**config.mk**
```make
export PLATFORM = sky130hd
export DESIGN_NAME = priority_task_scheduler_unit
export DESIGN_NICKNAME = d
export VERILOG_FILES = /design/src/pts_pkg.sv /design/src/priority_task_scheduler_unit.sv /design/src/pts_slice_mul.sv
export VERILOG_INCLUDE_DIRS = /design/src /design/src/src
export SDC_FILE = /design/constraint.sdc
export NUM_CORES = 1
export LEC_CHECK = 0
export BUFFER_PORTS_ARGS = -buffer_cell sky130_fd_sc_hd__buf_2
export CELL_PAD_IN_SITES_DETAIL_PLACEMENT = 1
export CELL_PAD_IN_SITES_GLOBAL_PLACEMENT = 1
export CORE_ASPECT_RATIO = 1.2
export CORE_UTILIZATION = 30
export DETAILED_ROUTE_END_ITERATION = 7
export HOLD_SLACK_MARGIN = 0.02
export PLACE_DENSITY_LB_ADDON = 0.1
export SETUP_SLACK_MARGIN = 0.4
export SKIP_LAST_GASP = 1
export SLEW_MARGIN = 0
export SYNTH_ARGS = -nofsm -noshare
export SYNTH_HDL_FRONTEND = slang
export SYNTH_SLANG_ARGS = --single-unit
```
**constraint.sdc**
```tcl
create_clock -name clk -period 5.6 [get_ports clk]
set_input_delay 0.84 -clock clk [delete_from_list [all_inputs] [get_ports clk]]
set_output_delay 0.84 -clock clk [all_outputs]
set_load 0.02 [all_outputs]
```
**src/priority_task_scheduler_unit_assert.svh**
```systemverilog
// Assertion macros for the priority task scheduler
`ifndef PRIORITY_TASK_SCHEDULER_UNIT_ASSERT_SVH
`define PRIORITY_TASK_SCHEDULER_UNIT_ASSERT_SVH

// Check an implication at every clock edge, off during reset
`define PTS_ASSERT_IMPL(label, clk, rst_n, ante, cons, msg) \
    label: assert property (@(posedge clk) disable iff (!rst_n) (ante) |-> (cons)) \
        else $error(msg);

// Check a next-cycle implication, off during reset
`define PTS_ASSERT_NEXT(label, clk, rst_n, ante, cons, msg) \
    label: assert property (@(posedge clk) disable iff (!rst_n) (ante) |=> (cons)) \
        else $error(msg);

`endif

```
**src/pts_pkg.sv**
```systemverilog
// Package: constants and types for the priority task scheduler
package pts_pkg;
    localparam int MaxTasksDefault     = 16;
    localparam int PriorityBitsDefault = 8;
    localparam int SliceBits           = 12;
    localparam logic [SliceBits-1:0] SliceLimit = 12'hFFF;
    localparam logic [3:0] GainReset   = 4'd10;

    typedef enum logic [1:0] {
        MODE_CREATE = 2'd0,
        MODE_EXIT   = 2'd1,
        MODE_RR     = 2'd2,
        MODE_NONE   = 2'd3
    } mode_t;

    typedef enum logic [1:0] {
        ST_OK     = 2'd0,
        ST_NOSLOT = 2'd1,
        ST_HALTED = 2'd2,
        ST_NOCHG  = 2'd3
    } status_t;
endpackage

```
**src/priority_task_scheduler_unit.sv**
```systemverilog
// Top level: priority scheduler with round robin, sequenced over a shared scan unit
//
//  channel | direction | handshake      | word
//  cfg     | in        | valid / ready  | cfg_data (slice_per_priority)
//  in      | in        | valid / stall  | mode, task_priority
//  out     | out       | valid / stall  | status, running_id, running_valid,
//          |           |                | switched, created_id, time_slice
//
//  An event runs a free slot search, a minimum scan of the queue one entry per
//  cycle, and a compaction of the queue one entry per cycle.
//  Reset clears slot use, queue count, running state and halt; stores need none.
//  The result sits in an output register; a new event is taken once it drains.
//  cfg_ready is high only while the sequencer is idle.
module priority_task_scheduler_unit
    import pts_pkg::*;
#(
    parameter int MAX_TASKS     = MaxTasksDefault,
    parameter int PRIORITY_BITS = PriorityBitsDefault
)
(
    input  logic        clk,
    input  logic        rst_n,
    input  logic        cfg_valid,
    output logic        cfg_ready,
    input  logic [3:0]  cfg_data,
    input  logic        in_valid,
    output logic        in_stall,
    input  logic [1:0]  mode,
    input  logic [7:0]  task_priority,
    output logic        out_valid,
    input  logic        out_stall,
    output logic [1:0]  status,
    output logic [3:0]  running_id,
    output logic        running_valid,
    output logic        switched,
    output logic [3:0]  created_id,
    output logic [11:0] time_slice
);
`include "priority_task_scheduler_unit_assert.svh"

    localparam int IdBits  = $clog2(MAX_TASKS);
    localparam int CntBits = $clog2(MAX_TASKS + 1);
    localparam int PB      = PRIORITY_BITS;

    typedef enum logic [3:0] {
        S_IDLE, S_FREE, S_CREATE, S_MIN, S_CMP, S_REFILL, S_REMOVE, S_PUSH,
        S_RR_SLICE, S_RR_HEAD, S_FILL, S_DONE
    } state_t;

    state_t                state_reg;
    logic [3:0]            gain_reg;
    logic [MAX_TASKS-1:0]  used_reg;
    logic [CntBits-1:0]    qcnt_reg;
    logic [IdBits-1:0]     cur_reg;
    logic                  curv_reg;
    logic                  halt_reg;
    logic [IdBits-1:0]     prev_id_reg;
    logic                  prev_v_reg;
    logic [1:0]            mode_reg;
    logic [PB-1:0]         prio_reg;
    logic [1:0]            st_reg;
    logic [IdBits-1:0]     created_reg;
    logic [CntBits-1:0]    idx_reg;
    logic [CntBits-1:0]    best_reg;
    logic [PB-1:0]         bestp_reg;
    logic [IdBits-1:0]     bestid_reg;
    logic [IdBits-1:0]     push_reg;
    logic                  pend_reg;
    logic [IdBits-1:0]     sel_reg;
    logic                  mul_pend_reg;
    logic                  outv_reg;
    logic [1:0]            o_st_reg;
    logic [3:0]            o_id_reg;
    logic                  o_v_reg;
    logic                  o_sw_reg;
    logic [3:0]            o_cr_reg;
    logic [11:0]           o_ts_reg;

    logic [PB-1:0]         prio_mem [MAX_TASKS];
    logic [SliceBits-1:0]  slice_mem [MAX_TASKS];
    logic [IdBits-1:0]     queue_mem [MAX_TASKS];

    logic [SliceBits-1:0]  mul_slice;
    logic [PB-1:0]         mul_prio;
    logic                  in_fire;
    logic [IdBits-1:0]     qidx;
    logic [IdBits-1:0]     qid;
    logic [PB-1:0]         qprio;
    logic [PB-1:0]         cur_prio;
    logic [SliceBits-1:0]  cur_slice;

    assign in_fire   = in_valid && !in_stall;
    assign in_stall  = (state_reg != S_IDLE) || outv_reg;
    assign cfg_ready = (state_reg == S_IDLE);
    assign qidx      = idx_reg[IdBits-1:0];
    assign qid       = queue_mem[qidx];
    assign qprio     = prio_mem[qid];
    assign cur_prio  = prio_mem[cur_reg];
    assign cur_slice = slice_mem[cur_reg];
    assign mul_prio  = prio_mem[sel_reg];

    pts_slice_mul #(.PRIORITY_BITS(PB)) u_mul (
        .clk   (clk),
        .prio  (mul_prio),
        .gain  (gain_reg),
        .slice (mul_slice)
    );

    always_ff @(posedge clk)
    begin
        if (state_reg == S_CREATE)
            prio_mem[created_reg] <= prio_reg;
        if (state_reg == S_FILL && mul_pend_reg)
            slice_mem[sel_reg] <= mul_slice;
        if (state_reg == S_REMOVE && (idx_reg + 1'b1) < qcnt_reg)
            queue_mem[qidx] <= queue_mem[IdBits'(idx_reg + 1'b1)];
        if (state_reg == S_PUSH && qcnt_reg < CntBits'(MAX_TASKS))
            queue_mem[IdBits'(qcnt_reg)] <= push_reg;
    end

    always_ff @(posedge clk or negedge rst_n)
    begin
        if (!rst_n)
        begin
            state_reg    <= S_IDLE;
            gain_reg     <= GainReset;
            used_reg     <= '0;
            qcnt_reg     <= '0;
            cur_reg      <= '0;
            curv_reg     <= 1'b0;
            halt_reg     <= 1'b0;
            outv_reg     <= 1'b0;
            pend_reg     <= 1'b0;
            mul_pend_reg <= 1'b0;
        end
        else
        begin
            if (outv_reg && !out_stall)
                outv_reg <= 1'b0;
            case (state_reg)
                S_IDLE:
                begin
                    if (cfg_valid)
                        gain_reg <= cfg_data;
                    if (in_fire)
                    begin
                        mode_reg    <= mode;
                        prio_reg    <= PB'(task_priority);
                        prev_id_reg <= cur_reg;
                        prev_v_reg  <= curv_reg;
                        st_reg      <= ST_OK;
                        created_reg <= '0;
                        idx_reg     <= '0;
                        pend_reg    <= 1'b0;
                        if (halt_reg)
                        begin
                            st_reg    <= ST_HALTED;
                            state_reg <= S_DONE;
                        end
                        else
                        begin
                            case (mode)
                                MODE_CREATE: state_reg <= S_FREE;
                                MODE_EXIT:
                                begin
                                    if (!curv_reg)
                                    begin
                                        st_reg    <= ST_NOCHG;
                                        state_reg <= S_DONE;
                                    end
                                    else if (cur_reg == '0)
                                    begin
                                        halt_reg  <= 1'b1;
                                        st_reg    <= ST_HALTED;
                                        state_reg <= S_DONE;
                                    end
                                    else
                                    begin
                                        used_reg[cur_reg] <= 1'b0;
                                        curv_reg  <= 1'b0;
                                        state_reg <= S_MIN;
                                    end
                                end
                                MODE_RR:
                                begin
                                    if (qcnt_reg == '0)
                                    begin
                                        st_reg    <= ST_NOCHG;
                                        state_reg <= S_DONE;
                                    end
                                    else if (curv_reg)
                                    begin
                                        sel_reg   <= cur_reg;
                                        state_reg <= S_RR_SLICE;
                                    end
                                    else
                                        state_reg <= S_RR_HEAD;
                                end
                                default:
                                begin
                                    st_reg    <= ST_NOCHG;
                                    state_reg <= S_DONE;
                                end
                            endcase
                        end
                    end
                end
                S_FREE:
                begin
                    if (idx_reg >= CntBits'(MAX_TASKS))
                    begin
                        st_reg    <= ST_NOSLOT;
                        state_reg <= S_DONE;
                    end
                    else if (!used_reg[qidx])
                    begin
                        created_reg <= qidx;
                        state_reg   <= S_CREATE;
                    end
                    else
                        idx_reg <= idx_reg + 1'b1;
                end
                S_CREATE:
                begin
                    used_reg[created_reg] <= 1'b1;
                    sel_reg      <= created_reg;
                    push_reg     <= created_reg;
                    mul_pend_reg <= 1'b0;
                    pend_reg     <= 1'b1;
                    state_reg    <= S_FILL;
                end
                S_FILL:
                begin
                    // wait for the registered multiplier result, then write
                    if (!mul_pend_reg)
                        mul_pend_reg <= 1'b1;
                    else
                    begin
                        mul_pend_reg <= 1'b0;
                        if (pend_reg && mode_reg == MODE_CREATE)
                            state_reg <= S_PUSH;
                        else if (mode_reg == MODE_RR)
                        begin
                            push_reg  <= cur_reg;
                            state_reg <= S_PUSH;
                        end
                        else
                            state_reg <= S_CMP;
                    end
                end
                S_PUSH:
                begin
                    if (qcnt_reg < CntBits'(MAX_TASKS))
                        qcnt_reg <= qcnt_reg + 1'b1;
                    idx_reg <= '0;
                    if (mode_reg == MODE_RR)
                        state_reg <= S_RR_HEAD;
                    else if (pend_reg)
                    begin
                        pend_reg  <= 1'b0;
                        state_reg <= S_MIN;
                    end
                    else
                        state_reg <= S_DONE;
                end
                S_MIN:
                begin
                    if (qcnt_reg == '0)
                        state_reg <= S_DONE;
                    else if (idx_reg >= qcnt_reg)
                    begin
                        if (curv_reg && cur_slice == '0)
                        begin
                            sel_reg   <= cur_reg;
                            state_reg <= S_REFILL;
                        end
                        else
                            state_reg <= S_CMP;
                    end
                    else
                    begin
                        if (idx_reg == '0 || qprio < bestp_reg)
                        begin
                            best_reg   <= idx_reg;
                            bestp_reg  <= qprio;
                            bestid_reg <= qid;
                        end
                        idx_reg <= idx_reg + 1'b1;
                    end
                end
                S_REFILL:
                begin
                    mul_pend_reg <= 1'b0;
                    state_reg    <= S_FILL;
                end
                S_CMP:
                begin
                    if (curv_reg && bestp_reg > cur_prio)
                        state_reg <= S_DONE;
                    else
                    begin
                        idx_reg   <= best_reg;
                        push_reg  <= cur_reg;
                        pend_reg  <= curv_reg;
                        cur_reg   <= bestid_reg;
                        curv_reg  <= 1'b1;
                        state_reg <= S_REMOVE;
                    end
                end
                S_REMOVE:
                begin
                    if ((idx_reg + 1'b1) < qcnt_reg)
                        idx_reg <= idx_reg + 1'b1;
                    else
                    begin
                        qcnt_reg <= qcnt_reg - 1'b1;
                        if (pend_reg && mode_reg != MODE_RR)
                        begin
                            pend_reg  <= 1'b0;
                            state_reg <= S_PUSH;
                        end
                        else
                            state_reg <= S_DONE;
                    end
                end
                S_RR_SLICE:
                begin
                    mul_pend_reg <= 1'b0;
                    state_reg    <= S_FILL;
                end
                S_RR_HEAD:
                begin
                    cur_reg   <= queue_mem[0];
                    curv_reg  <= 1'b1;
                    idx_reg   <= '0;
                    state_reg <= S_REMOVE;
                end
                S_DONE:
                begin
                    if (!outv_reg || !out_stall)
                    begin
                        outv_reg  <= 1'b1;
                        o_st_reg  <= st_reg;
                        o_v_reg   <= curv_reg;
                        o_id_reg  <= curv_reg ? 4'(cur_reg) : 4'd0;
                        o_sw_reg  <= (curv_reg != prev_v_reg) ||
                                     (curv_reg && cur_reg != prev_id_reg);
                        o_cr_reg  <= 4'(created_reg);
                        o_ts_reg  <= curv_reg ? cur_slice : '0;
                        state_reg <= S_IDLE;
                    end
                end
                default: state_reg <= S_IDLE;
            endcase
        end
    end

    assign out_valid     = outv_reg;
    assign status        = o_st_reg;
    assign running_id    = o_id_reg;
    assign running_valid = o_v_reg;
    assign switched      = o_sw_reg;
    assign created_id    = o_cr_reg;
    assign time_slice    = o_ts_reg;

    `PTS_ASSERT_IMPL(a_qcnt_bound, clk, rst_n, 1'b1, qcnt_reg <= CntBits'(MAX_TASKS),
        "queue count beyond slot count")
    `PTS_ASSERT_NEXT(a_halt_sticky, clk, rst_n, halt_reg, halt_reg,
        "halt flag cleared")
    `PTS_ASSERT_IMPL(a_run_used, clk, rst_n, state_reg == S_IDLE && curv_reg,
        used_reg[cur_reg], "running task in a free slot")
    `PTS_ASSERT_NEXT(a_hold_out, clk, rst_n, out_valid && out_stall,
        out_valid && $stable(status) && $stable(time_slice), "stalled word changed")
endmodule

```
**src/pts_slice_mul.sv**
```systemverilog
// Slice calculator: priority times gain, saturated, registered
module pts_slice_mul
    import pts_pkg::*;
#(
    parameter int PRIORITY_BITS = PriorityBitsDefault
)
(
    input  logic                     clk,
    input  logic [PRIORITY_BITS-1:0] prio,
    input  logic [3:0]               gain,
    output logic [SliceBits-1:0]     slice
);
    localparam int ProdBits = PRIORITY_BITS + 4;
    logic [ProdBits-1:0] prod;
    logic [SliceBits-1:0] slice_reg;

    assign prod = ProdBits'(prio) * ProdBits'(gain);

    always_ff @(posedge clk)
    begin
        if (prod > ProdBits'(SliceLimit))
            slice_reg <= SliceLimit;
        else
            slice_reg <= SliceBits'(prod);
    end

    assign slice = slice_reg;
endmodule
```
==> impl_table.tex, run 1 <==
\begin{tabular}{lr}
\hline
Metric & Value \\
\hline
\multicolumn{2}{l}{\textbf{Placement}} \\
\quad Worst Setup Slack post-DPL & 0.2943 ns \\
\quad Buffers added on ports & 45 \\
\quad Total half-perimeter wirelength after legalization and detailed placement & 49.13 mm \\
\quad Weighted congestion reported at the end of routability-driven placement & 0.7932 \\
\multicolumn{2}{l}{\textbf{Detailed routing}} \\
\quad Detailed Route Iter0 Violations & 997 \\
\quad Antenna Nets Post-Route & 0 \\
\quad Mean number of vias per cell & 5.189 \\
\quad Total iterations of the first detailed-routing run & 7 \\
\quad Mean routed wirelength per cell & 27.03 µm \\
\quad Wirelength, routed & 72.36 mm \\
\quad Remaining DRCs & 0 \\
\quad Via count & 13890 \\
\multicolumn{2}{l}{\textbf{Synthesis}} \\
\quad Area share of the largest cell type after synthesis & 0.5605 \\
\quad Biggest area consumer among synthesized cells & edfxtp\_1 \\
\quad Most frequently used flop master after synthesis & edfxtp\_1 \\
\quad Mean Syn Cell Area & 16.25 µm² \\
\quad Post-synthesis async set-or-reset flop share & 0.07350 \\
\quad Post-synthesis net count & 1591 \\
\quad Number of synthesized flops with an enable pin & 459 \\
\quad Gate count after technology mapping & 1513 \\
\quad Number of register bits inferred by synthesis & 517 \\
\quad Ranking of synthesized cells by area & edfxtp\_1 (56\%), mux4\_2 (17\%), dfrtp\_1 (3.7\%), ha\_1 (2.3\%), nor2\_1 (2.0\%) \\
\quad Syn Std Cell Area & 24590 µm² \\
\quad Seq/Total Area, Yosys & 0.6155 \\
\quad Total number of yosys warnings & 0 \\
\quad Cell variety after synth & 68 \\
\multicolumn{2}{l}{\textbf{Worst hold path}} \\
\quad Hold WC Path Type & input port to asynchronous set/reset pin \\
\multicolumn{2}{l}{\textbf{CTS}} \\
\quad Latest clock arrival within the worst-skew pair & 0.64 ns \\
\quad Clk sink count & 517 \\
\quad Clock Path Buffers & 3 \\
\quad TritonCTS clock tree & yes \\
\quad CTS Root Cell & clkbuf\_16 \\
\quad Total of hold buffers inserted after clock tree synthesis & 0 \\
\quad Number of clock buffers inserted by TritonCTS & 56 \\
\quad H-tree level count & 2 \\
\quad Clock-pin slew of the registers on the worst-case setup and hold paths & 0.06 ns \\
\multicolumn{2}{l}{\textbf{STA}} \\
\quad RSZ-0062 raised after global routing & no \\
\quad Setup TNS after final layout & 0 ns \\
\quad Worst Hold Slack & 0.2021 ns \\
\quad Transition time at the pin with the least slew margin & 1.115 ns \\
\quad Final Setup Violations & 0 \\
\quad Slew HR & 0.2506 \\
\quad Final worst setup slack & 0.8641 ns \\
\quad Number of max-slew violations in the final report & 0 \\
\quad Max Fclk & 0.2112 GHz \\
\quad Final number of hold-violating endpoints & 0 \\
\quad Crit share post-route & 0.8457 \\
\quad Final critical-path required period & 4.736 ns \\
\quad Final clock skew & 0.01825 ns \\
\multicolumn{2}{l}{\textbf{Worst setup path}} \\
\quad Sort of element at the start of the critical path & register \\
\quad R2R Setup Slk & 0.86 ns \\
\quad Max FO, Critical Path & 26 \\
\quad Capturing element type of the critical path & register \\
\quad List of cells traversed by the critical path & mux2i\_1 > a221oi\_1 > o21bai\_1 > nand2\_4 > buf\_4 > mux2i\_1 > a21oi\_1 > mux4\_2 > ha\_1 > a21o\_1 > a21o\_1 > a21oi\_1 > o21ai\_0 > nor2\_1 > nand3\_1 > o21ai\_4 > buf\_12 \\
\quad Kind of cell adding the most delay to the critical path & compound AO/OA/AOI/OAI gates \\
\quad Number of cells on the worst reg-to-reg path & 17 \\
\quad Worst path bufs/invs & 2 \\
\quad Critical path arrival & 5.08 ns \\
\quad Slowest stage delay, CP & 0.62 ns \\
\quad Number of logic stages on the critical path including buffering & 17 \\
\quad Data required time at the worst endpoint & 5.94 ns \\
\quad Path type of the worst setup path & register to register \\
\quad Cell at the slowest stage of the critical path & dfxtp\_1 \\
\multicolumn{2}{l}{\textbf{Global route}} \\
\quad Via count of the first global-routing pass & 15210 \\
\quad Largest net degree at the start of global routing & 60 \\
\quad Aggregate global routing overflow & 0 \\
\quad Global Route Usage Sum & 0.1774 \\
\quad Antenna violations before repair & 1 \\
\quad First-pass GRT wire length & 107.1 mm \\
\multicolumn{2}{l}{\textbf{Final layout}} \\
\quad Layout overhead on the synthesized area & 14.61\% \\
\quad Number of nets in the finished design & 1667 \\
\quad Count of inserted antenna diode cells & 0 \\
\quad Leading registers by flop count & slice\_mem (192), prio\_mem (128), queue\_mem (64) \\
\quad Register with the highest flop count & slice\_mem \\
\quad Max reg flops & 192 \\
\quad Fraction of final layout cells sized beyond drive strength 1 & 0.2725 \\
\multicolumn{2}{l}{\textbf{Floorplanning}} \\
\quad Io pins & 46 \\
\quad Starting Density & 0.3041 \\
\quad Vert. Die Dim & 315.6 µm \\
\quad Core area & 80880 µm² \\
\quad Chip Width & 263.4 µm \\
\quad Full die area & 83130 µm² \\
\quad Count of standard-cell rows & 114 \\
\multicolumn{2}{l}{\textbf{Power and ir drop}} \\
\quad Maximum vdd ir drop & 0.0003149 V \\
\quad Pwr Density & 609.3 nW/µm² \\
\quad Static Leakage & 9.629 nW \\
\multicolumn{2}{l}{\textbf{Run}} \\
\quad Maxcap violations & 0 \\
\multicolumn{2}{l}{\textbf{Outcome}} \\
\quad Outcome & finished clean \\
\hline
\end{tabular}
-- power breakdown --
group | total [mW] | internal [mW] | switching [mW]
Combinational | 7.65 | 3.51 | 4.14
Clock | 3.76 | 2.15 | 1.60
Sequential | 5.77 | 5.03 | 0.739
Total | 17.2 | 10.7 | 6.49
-- worst reg2reg max path, delay by kind of cell, from the launching register on --
kind | cells | cell delay [ns]
buf+inv | 2 | 0.55
flops | 1 | 0.62
fa+ha+maj | 1 | 0.21
mux | 3 | 0.88
simple gates | 3 | 0.70
compound gates | 8 | 1.49
-- through the flow --
stage          cell area [µm²]  std cells    util  total power, mW
2_1_floorplan            24590       1513       -            11.11
3_3_place_gp             26330       2574  0.3255            13.71
3_5_place_dp             26330       2574  0.3255            13.74
4_1_cts                  28170       2676  0.3483            17.57
5_1_grt                  28190       2677  0.3485            18.32
6_report                 28190       2677  0.3485            17.17
-- synthesized netlist by cell type, types with 3 or more instances --
cell type,number
a211oi_1,4
a21o_1,9
a21oi_1,73
a221oi_1,9
a22o_1,5
a22oi_1,3
a31oi_1,9
and2_1,39
and3_1,4
buf_1,15
buf_2,4
buf_4,6
buf_6,6
clkbuf_1,51
dfrtp_1,36
dfxtp_1,20
edfxtp_1,459
fa_1,13
ha_1,46
inv_1,63
mux2_2,41
mux2_4,4
mux2i_1,45
mux4_2,186
nand2_1,49
nand2b_1,22
nand3_1,17
nand4_1,5
nor2_1,129
nor2b_1,6
nor3_1,22
nor3b_1,3
nor4_1,4
nor4b_1,3
o21a_1,6
o21ai_0,24
o21bai_1,6
o22ai_1,4
o32a_1,6
or2_2,6
xnor2_1,15
xor2_1,4
-- cell usage in the layout (no fill, tap or decap), types with 10 or more instances in the layout --
cell       instances
and2_1            39
clkbuf_16         56
nand2b_1          22
edfxtp_1         459
dfxtp_1           19
buf_4             49
mux2_2            41
inv_1             63
xnor2_1           15
nor2_1           122
clkbuf_1          14
o21ai_0           23
nor3_1            12
dfrtp_1           33
mux4_2           186
fa_1              13
ha_1              46
buf_2             45
nand2_1           47
a21oi_1           73
clkinv_1          10
mux2i_1           45
nand3_1           17
-- cell type report --
cell class	instances	area (µm²)
fill	8173	52690
sequential	517	15150
multi-input combinational	850	8949
clock buffer	72	1481
tap	1044	1306
timing repair buffer	100	713.2
clock inverter	30	349.1
inverter	64	240.2
-- logic make-up after synthesis --
family	count (synthesis)	synth area share
XOR/XNOR	19	0.006767
AO/OA/AOI/OAI	177	0.04625
adder cells (fa/ha/maj)	59	0.03399
AND/OR/NAND/NOR	318	0.06192
buffers and inverters	146	0.02523
multiplexers	277	0.2103
flip-flops	517	0.6155
-- path summary, 6_finish.rpt --
kind,from,to
max,register,bestid_reg[2]
min,rst_n,out_valid
max reg2reg,register,bestid_reg[2]
min reg2reg,st_reg[1],status[1]
max in group asynchronous,rst_n,gain_reg[1]
min in group clk,task_priority[2],prio_reg[2]
-- layer usage --
layer,global-route usage,vias to the layer above,share of wire
met5,0,-,0
met4,0.05024,0,0.025
met3,0.02399,91,0.029
met2,0.3238,220,0.53
met1,0.2185,7443,0.42
li1,-,6138,-
-- what timing repair did --
item,4_1_cts,5_1_grt
buffers inserted,0,1
setup endpoints to repair,17,17
pin swaps,0,1
resized for setup,1,0
(Power assumes the default switching activity.)
==> run 2: changes to the inputs <==
==> constraint.sdc (replaced) <==
create_clock -name clk -period 5 [get_ports clk]
set_input_delay 0.75 -clock clk [delete_from_list [all_inputs] [get_ports clk]]
set_output_delay 0.75 -clock clk [all_outputs]
set_load 0.02 [all_outputs]
==> run 2 against run 1 <==
Core utilization up 0.88 points. Sequential power up 11%. Count of clock-buffer cells in the layout down 3. Fmax up 7.9%. Clock skew up 0.014 ns. Sequential share of layout area down 1.3 points. Highest routed layer unchanged. Wire length up 4.0%.
==> impl_table.tex, run 2 (synthesis gave the netlist of run 1 again) <==
\begin{tabular}{lr}
\hline
Metric & Value \\
\hline
\multicolumn{2}{l}{\textbf{Outcome}} \\
\quad Outcome & finished clean \\
\multicolumn{2}{l}{\textbf{Detailed routing}} \\
\quad Detailed Route Iter0 Violations & 919 \\
\quad Via count & 14160 \\
\quad Mean routed wirelength per cell & 27.56 µm \\
\quad Total iterations of the first detailed-routing run & 5 \\
\quad Antenna Nets Post-Route & 0 \\
\quad Mean number of vias per cell & 5.188 \\
\quad Wirelength, routed & 75.23 mm \\
\quad Remaining DRCs & 0 \\
\multicolumn{2}{l}{\textbf{Worst setup path}} \\
\quad Critical path arrival & 4.75 ns \\
\quad Data required time at the worst endpoint & 5.36 ns \\
\quad Slowest stage delay, CP & 0.52 ns \\
\quad Max FO, Critical Path & 13 \\
\quad List of cells traversed by the critical path & buf\_12 > mux4\_2 > a22oi\_2 > buf\_6 > buf\_6 > nand2\_4 > mux2i\_1 > a21oi\_1 > mux4\_2 > ha\_4 > a21o\_1 > a21o\_1 > a21oi\_1 > o21ai\_0 > nor2\_1 > nand3\_2 > o21ai\_4 > buf\_4 > buf\_12 \\
\quad Capturing element type of the critical path & register \\
\quad Cell at the slowest stage of the critical path & mux4\_2 \\
\quad Sort of element at the start of the critical path & register \\
\quad Path type of the worst setup path & register to register \\
\multicolumn{2}{l}{\textbf{Final layout}} \\
\quad FILL cells & 8163 \\
\quad Layout overhead on the synthesized area & 17.51\% \\
\quad Most common library cell in the layout ignoring fill and taps & edfxtp\_1 \\
\quad Register with the highest flop count & slice\_mem \\
\quad Core utilization of the finished layout & 0.3573 \\
\quad Number of nets in the finished design & 1715 \\
\quad Max reg flops & 192 \\
\quad Count of inserted antenna diode cells & 0 \\
\quad Leading registers by flop count & slice\_mem (192), prio\_mem (128), queue\_mem (64) \\
\quad Non-filler cells in the finished layout & 2730 \\
\quad Final design area excluding fillers & 28900 µm² \\
\quad Fraction of final layout cells sized beyond drive strength 1 & 0.3090 \\
\quad Most used cells in the layout excluding fill and tap cells & edfxtp\_1 (459), mux4\_2 (186), nor2\_1 (120), buf\_4 (79), a21oi\_1 (67) \\
\multicolumn{2}{l}{\textbf{STA}} \\
\quad Max Fclk & 0.2278 GHz \\
\quad Crit share post-route & 0.8779 \\
\quad Final number of hold-violating endpoints & 0 \\
\quad Final Setup Violations & 0 \\
\quad Final clock skew & 0.03219 ns \\
\quad Transition time at the pin with the least slew margin & 1.176 ns \\
\quad Slew HR & 0.2155 \\
\quad Final critical-path required period & 4.389 ns \\
\quad Number of max-slew violations in the final report & 0 \\
\quad RSZ-0062 raised after global routing & yes \\
\multicolumn{2}{l}{\textbf{Floorplanning}} \\
\quad Core area & 80880 µm² \\
\quad Io pins & 46 \\
\quad Vert. Die Dim & 315.6 µm \\
\quad Starting Density & 0.3041 \\
\quad Chip Width & 263.4 µm \\
\quad Full die area & 83130 µm² \\
\quad Count of standard-cell rows & 114 \\
\multicolumn{2}{l}{\textbf{Run}} \\
\quad Maxcap violations & 0 \\
\multicolumn{2}{l}{\textbf{CTS}} \\
\quad Number of clock buffers inserted by TritonCTS & 58 \\
\quad Latest clock arrival within the worst-skew pair & 0.66 ns \\
\quad Clk sink count & 517 \\
\quad CTS Root Cell & clkbuf\_16 \\
\quad H-tree level count & 2 \\
\quad Clock-pin slew of the registers on the worst-case setup and hold paths & 0.06 ns \\
\quad Clock Path Buffers & 3 \\
\quad TritonCTS clock tree & yes \\
\multicolumn{2}{l}{\textbf{Global route}} \\
\quad Via count of the first global-routing pass & 15380 \\
\quad First-pass GRT wire length & 109.7 mm \\
\quad Global Route Usage Sum & 0.1824 \\
\quad Largest net degree at the start of global routing & 54 \\
\quad Antenna violations before repair & 1 \\
\quad Aggregate global routing overflow & 0 \\
\multicolumn{2}{l}{\textbf{Placement}} \\
\quad Weighted congestion reported at the end of routability-driven placement & 0.8018 \\
\quad Buffers added on ports & 45 \\
\quad Number of placed cells counting well taps & 2587 \\
\quad Placed cell area & 26440 µm² \\
\quad Total half-perimeter wirelength after legalization and detailed placement & 49.75 mm \\
\multicolumn{2}{l}{\textbf{Power and ir drop}} \\
\quad Pwr Density & 706.2 nW/µm² \\
\quad Total power draw & 20.41 mW \\
\quad Maximum vdd ir drop & 0.0002968 V \\
\quad Static Leakage & 9.977 nW \\
\multicolumn{2}{l}{\textbf{Worst hold path}} \\
\quad Hold WC Path Type & input port to asynchronous set/reset pin \\
\hline
\end{tabular}
-- run 2: final timing paths --
| check | end | slack [ns] | cells past startpoint |
|---|---|---|---|
| worst min-delay path | mul_pend_reg | 0.05 | 1 |
| min in group clk | prio_reg[0] | 0.27 | 1 |
| worst min register to register | status[1] | 0.43 | 0 |
| worst max register to register | bestp_reg[0] | 0.61 | 19 |
| worst max-delay path | bestp_reg[0] | 0.61 | 19 |
| max in group asynchronous | gain_reg[3] | 4.08 | 2 |
-- run 2: final cells by class --
cell class | instances | area (µm²) | area share
multi-input cells | 853 | 9080 | 0.3142
repair buffers | 143 | 1165 | 0.04031
clock buffers | 69 | 1503 | 0.05200
flip-flops and latches | 517 | 15150 | 0.5243
clock inverters | 40 | 454.2 | 0.01572
inverters | 64 | 240.2 | 0.008313
well taps | 1044 | 1306 | 0.04520
-- run 2: what timing repair did --
action | 4_1_cts | 5_1_grt
pin swaps | 3 | 14
gates cloned | 1 | 5
hold buffers | 0 | 0
endpoints found under the setup margin | 23 | 20
gates resized for setup | 6 | 28
buffers inserted | 5 | 23
-- run 2: power breakdown --
group | switching [mW] | internal (mW)
Combinational | 5.10 | 4.47
Clock | 1.89 | 2.53
Sequential | 0.780 | 5.64
-- run 2: critical path, delay by kind of cell (launching register included) --
family | cells | cell delay (ns)
adder cells (fa/ha/maj) | 1 | 0.25
buffers and inverters | 5 | 0.76
multiplexers | 3 | 1.25
AO/OA/AOI/OAI | 7 | 1.02
flip-flops | 1 | 0.36
AND/OR/NAND/NOR | 3 | 0.44
-- run 2: stage by stage --
step / worst slack (ns) / setup TNS, ns / hold slack [ns]
after floorplan: 0.4737 / 0 / 0.4003
after global placement: -0.003114 / -0.02554 / 0.4187
after detailed placement: -0.1331 / -2.232 / 0.4165
after CTS: 0.4136 / 0 / 0.03853
after global routing: 0.3838 / 0 / 0.05365
final: 0.6106 / 0 / 0.05285
-- run 2: per-layer routing --
| layer | vias to the layer above | routed length (µm) | GRT usage |
|---|---|---|---|
| li1 | 6245 | - | - |
| met1 | 7613 | 30790 | 0.2196 |
| met2 | 205 | 40040 | 0.3348 |
| met3 | 101 | 2239 | 0.02687 |
| met4 | 0 | 2160 | 0.05688 |
| met5 | - | 0 | 0 |
==> run 3: changes to the inputs <==
--- a/config.mk
+++ b/config.mk
@@ -7,16 +7,13 @@
 export NUM_CORES = 1
 export LEC_CHECK = 0
 export BUFFER_PORTS_ARGS = -buffer_cell sky130_fd_sc_hd__buf_2
-export CELL_PAD_IN_SITES_DETAIL_PLACEMENT = 1
-export CELL_PAD_IN_SITES_GLOBAL_PLACEMENT = 1
 export CORE_ASPECT_RATIO = 1.2
 export CORE_UTILIZATION = 30
 export DETAILED_ROUTE_END_ITERATION = 7
 export HOLD_SLACK_MARGIN = 0.02
-export PLACE_DENSITY_LB_ADDON = 0.1
 export SETUP_SLACK_MARGIN = 0.4
 export SKIP_LAST_GASP = 1
-export SLEW_MARGIN = 0
+export SLEW_MARGIN = 10
 export SYNTH_ARGS = -nofsm -noshare
 export SYNTH_HDL_FRONTEND = slang
 export SYNTH_SLANG_ARGS = --single-unit
==> run 3 against run 2 <==
Cell count is 0.95% lower. Worst setup slack worse by 0.14 ns. First-iteration DRC count is 42% higher. Combinational power is 5.0% lower. Core utilization is 0.26 points lower. Sequential power hardly changed.
==> impl_table.tex, run 3 (synthesis gave the netlist of run 1 again) <==
\begin{tabular}{lr}
\hline
Metric & Value \\
\hline
\multicolumn{2}{l}{\textbf{Final layout}} \\
\quad Most common library cell in the layout ignoring fill and taps & edfxtp\_1 \\
\quad Max reg flops & 192 \\
\quad Core utilization of the finished layout & 0.3548 \\
\quad Layout overhead on the synthesized area & 16.67\% \\
\quad Count of inserted antenna diode cells & 0 \\
\quad Number of nets in the finished design & 1692 \\
\quad Register with the highest flop count & slice\_mem \\
\quad Fraction of final layout cells sized beyond drive strength 1 & 0.3030 \\
\quad Most used cells in the layout excluding fill and tap cells & edfxtp\_1 (459), mux4\_2 (186), nor2\_1 (111), a21oi\_1 (68), inv\_1 (63) \\
\quad Non-filler cells in the finished layout & 2704 \\
\quad Leading registers by flop count & slice\_mem (192), prio\_mem (128), queue\_mem (64) \\
\multicolumn{2}{l}{\textbf{Global route}} \\
\quad First-pass GRT wire length & 93.94 mm \\
\quad Antenna violations before repair & 3 \\
\quad Global Route Usage Sum & 0.1503 \\
\quad Aggregate global routing overflow & 0 \\
\quad Via count of the first global-routing pass & 14470 \\
\quad Largest net degree at the start of global routing & 58 \\
\multicolumn{2}{l}{\textbf{CTS}} \\
\quad Total of hold buffers inserted after clock tree synthesis & 0 \\
\quad CTS Root Cell & clkbuf\_16 \\
\quad H-tree level count & 2 \\
\quad Number of clock buffers inserted by TritonCTS & 56 \\
\quad Clock Path Buffers & 3 \\
\quad Clock-pin slew of the registers on the worst-case setup and hold paths & 0.06 ns \\
\quad Clk sink count & 517 \\
\quad Latest clock arrival within the worst-skew pair & 0.62 ns \\
\quad TritonCTS clock tree & yes \\
\multicolumn{2}{l}{\textbf{STA}} \\
\quad Final critical-path required period & 4.531 ns \\
\quad Final number of hold-violating endpoints & 0 \\
\quad Crit share post-route & 0.9061 \\
\quad Final clock skew & 0.02961 ns \\
\quad Slew HR & 0.2916 \\
\quad Final Setup Violations & 0 \\
\quad Number of max-slew violations in the final report & 0 \\
\quad Max Fclk & 0.2207 GHz \\
\quad RSZ-0062 raised after global routing & no \\
\quad Setup TNS after final layout & 0 ns \\
\quad Transition time at the pin with the least slew margin & 1.055 ns \\
\multicolumn{2}{l}{\textbf{Placement}} \\
\quad Buffers added on ports & 45 \\
\quad Weighted congestion reported at the end of routability-driven placement & 0.8504 \\
\quad Number of placed cells counting well taps & 2571 \\
\quad Total half-perimeter wirelength after legalization and detailed placement & 41.19 mm \\
\multicolumn{2}{l}{\textbf{Detailed routing}} \\
\quad Via count & 14180 \\
\quad Mean number of vias per cell & 5.244 \\
\quad Met2 Wirelength & 32.59 mm \\
\quad Total iterations of the first detailed-routing run & 5 \\
\quad Remaining DRCs & 0 \\
\quad Mean routed wirelength per cell & 23.45 µm \\
\quad Antenna Nets Post-Route & 0 \\
\quad Met3 Routed Length & 3.478 mm \\
\quad Wirelength, routed & 63.41 mm \\
\quad Detailed Route Iter0 Violations & 1304 \\
\quad Highest metal layer with signal wires & met4 \\
\quad M1 wire length & 25.46 mm \\
\multicolumn{2}{l}{\textbf{Worst setup path}} \\
\quad Slowest stage delay, CP & 0.49 ns \\
\quad R2R Setup Slk & 0.47 ns \\
\quad Max FO, Critical Path & 6 \\
\quad Sort of element at the start of the critical path & register \\
\quad Path type of the worst setup path & register to register \\
\quad Cell at the slowest stage of the critical path & mux4\_2 \\
\quad List of cells traversed by the critical path & clkbuf\_16 > mux2i\_1 > a221oi\_2 > a22oi\_2 > buf\_12 > nand2\_2 > mux2\_2 > nor2\_1 > a21oi\_1 > mux4\_2 > ha\_1 > a21o\_1 > a21o\_1 > a21oi\_2 > o21ai\_1 > nor2\_1 > nand3\_1 > o21ai\_4 > clkbuf\_16 \\
\quad Data required time at the worst endpoint & 5.32 ns \\
\quad Number of cells on the worst reg-to-reg path & 19 \\
\quad Critical path arrival & 4.85 ns \\
\quad Capturing element type of the critical path & register \\
\quad Reg2reg end & bestp\_reg[1] \\
\multicolumn{2}{l}{\textbf{Floorplanning}} \\
\quad Starting Density & 0.3041 \\
\quad Count of standard-cell rows & 114 \\
\quad Vert. Die Dim & 315.6 µm \\
\quad Core area & 80880 µm² \\
\quad Chip Width & 263.4 µm \\
\quad Io pins & 46 \\
\quad Full die area & 83130 µm² \\
\multicolumn{2}{l}{\textbf{Run}} \\
\quad Maxcap violations & 0 \\
\multicolumn{2}{l}{\textbf{Power and ir drop}} \\
\quad Power dissipated by switching net loads & 7.202 mW \\
\quad Pwr Density & 685.7 nW/µm² \\
\quad Sequential Power Share & 0.326 \\
\quad Static Leakage & 9.849 nW \\
\quad Maximum vdd ir drop & 0.0003887 V \\
\quad Internal power & 12.47 mW \\
\quad Total power draw & 19.67 mW \\
\quad Gate power share & 0.462 \\
\quad Switching share of power & 0.3660 \\
\quad Clk pwr share & 0.213 \\
\multicolumn{2}{l}{\textbf{Worst hold path}} \\
\quad Hold WC Path Type & input port to asynchronous set/reset pin \\
\multicolumn{2}{l}{\textbf{Outcome}} \\
\quad Outcome & finished clean \\
\hline
\end{tabular}
-- run 3: final cells by class --
type / instances / area, µm²
Sequential cell: 517 / 15150
Fill cell: 7461 / 52180
Multi-Input combinational cell: 851 / 9087
Clock inverter: 32 / 337.8
Tap cell: 1044 / 1306
Clock buffer: 72 / 1533
Inverter: 64 / 240.2
Timing Repair Buffer: 124 / 1036
-- run 3: what timing repair did --
item                                   4_1_cts  5_1_grt
resized for setup                            1       34
setup buffers                                2       22
endpoints found under the hold margin        0        0
setup endpoints to repair                   18       25
pin swaps                                    1       12
gates cloned                                 0        5
-- run 3: power by group through the flow --
stage,clock network [mW],registers [mW],logic [mW]
finish,4.18,6.41,9.09
CTS,4.26,6.41,8.53
global route,4.42,6.48,9.88
floorplan,0,6.00,6.46
global placement,0,6.46,8.34
detailed placement,0,6.50,8.47
-- run 3: through the flow --
step                      setup WS, ns  area (µm²)  hold slack, ns
after floorplan                 0.4737       24600          0.4003
after global routing            0.2791       28690          0.1222
after detailed placement      -0.02056       26340          0.4236
after global placement          0.2344       26340          0.4104
final                           0.4693       28690          0.1154
after CTS                       0.3789       28240         0.08952
-- run 3: critical path, delay by kind of cell, from the launching register on --
family	cells	cell delay (ns)
AO/OA/AOI/OAI	8	1.47
adder cells (fa/ha/maj)	1	0.32
buffers and inverters	3	0.54
flip-flops	1	0.36
multiplexers	3	0.99
AND/OR/NAND/NOR	4	0.55
-- run 3: routing by layer --
metal	up-vias	GRT usage
li1	6200	-
met1	7386	0.1916
met2	489	0.2633
met3	106	0.01978
met4	0	0.05157
met5	-	0
-- run 3: worst max path at each step --
stage,cells past startpoint,end
floorplan,19,best_reg[0]
global placement,16,best_reg[4]
detailed placement,17,best_reg[4]
CTS,16,u_mul.slice[11]
global route,19,bestp_reg[5]
finish,19,bestp_reg[1]
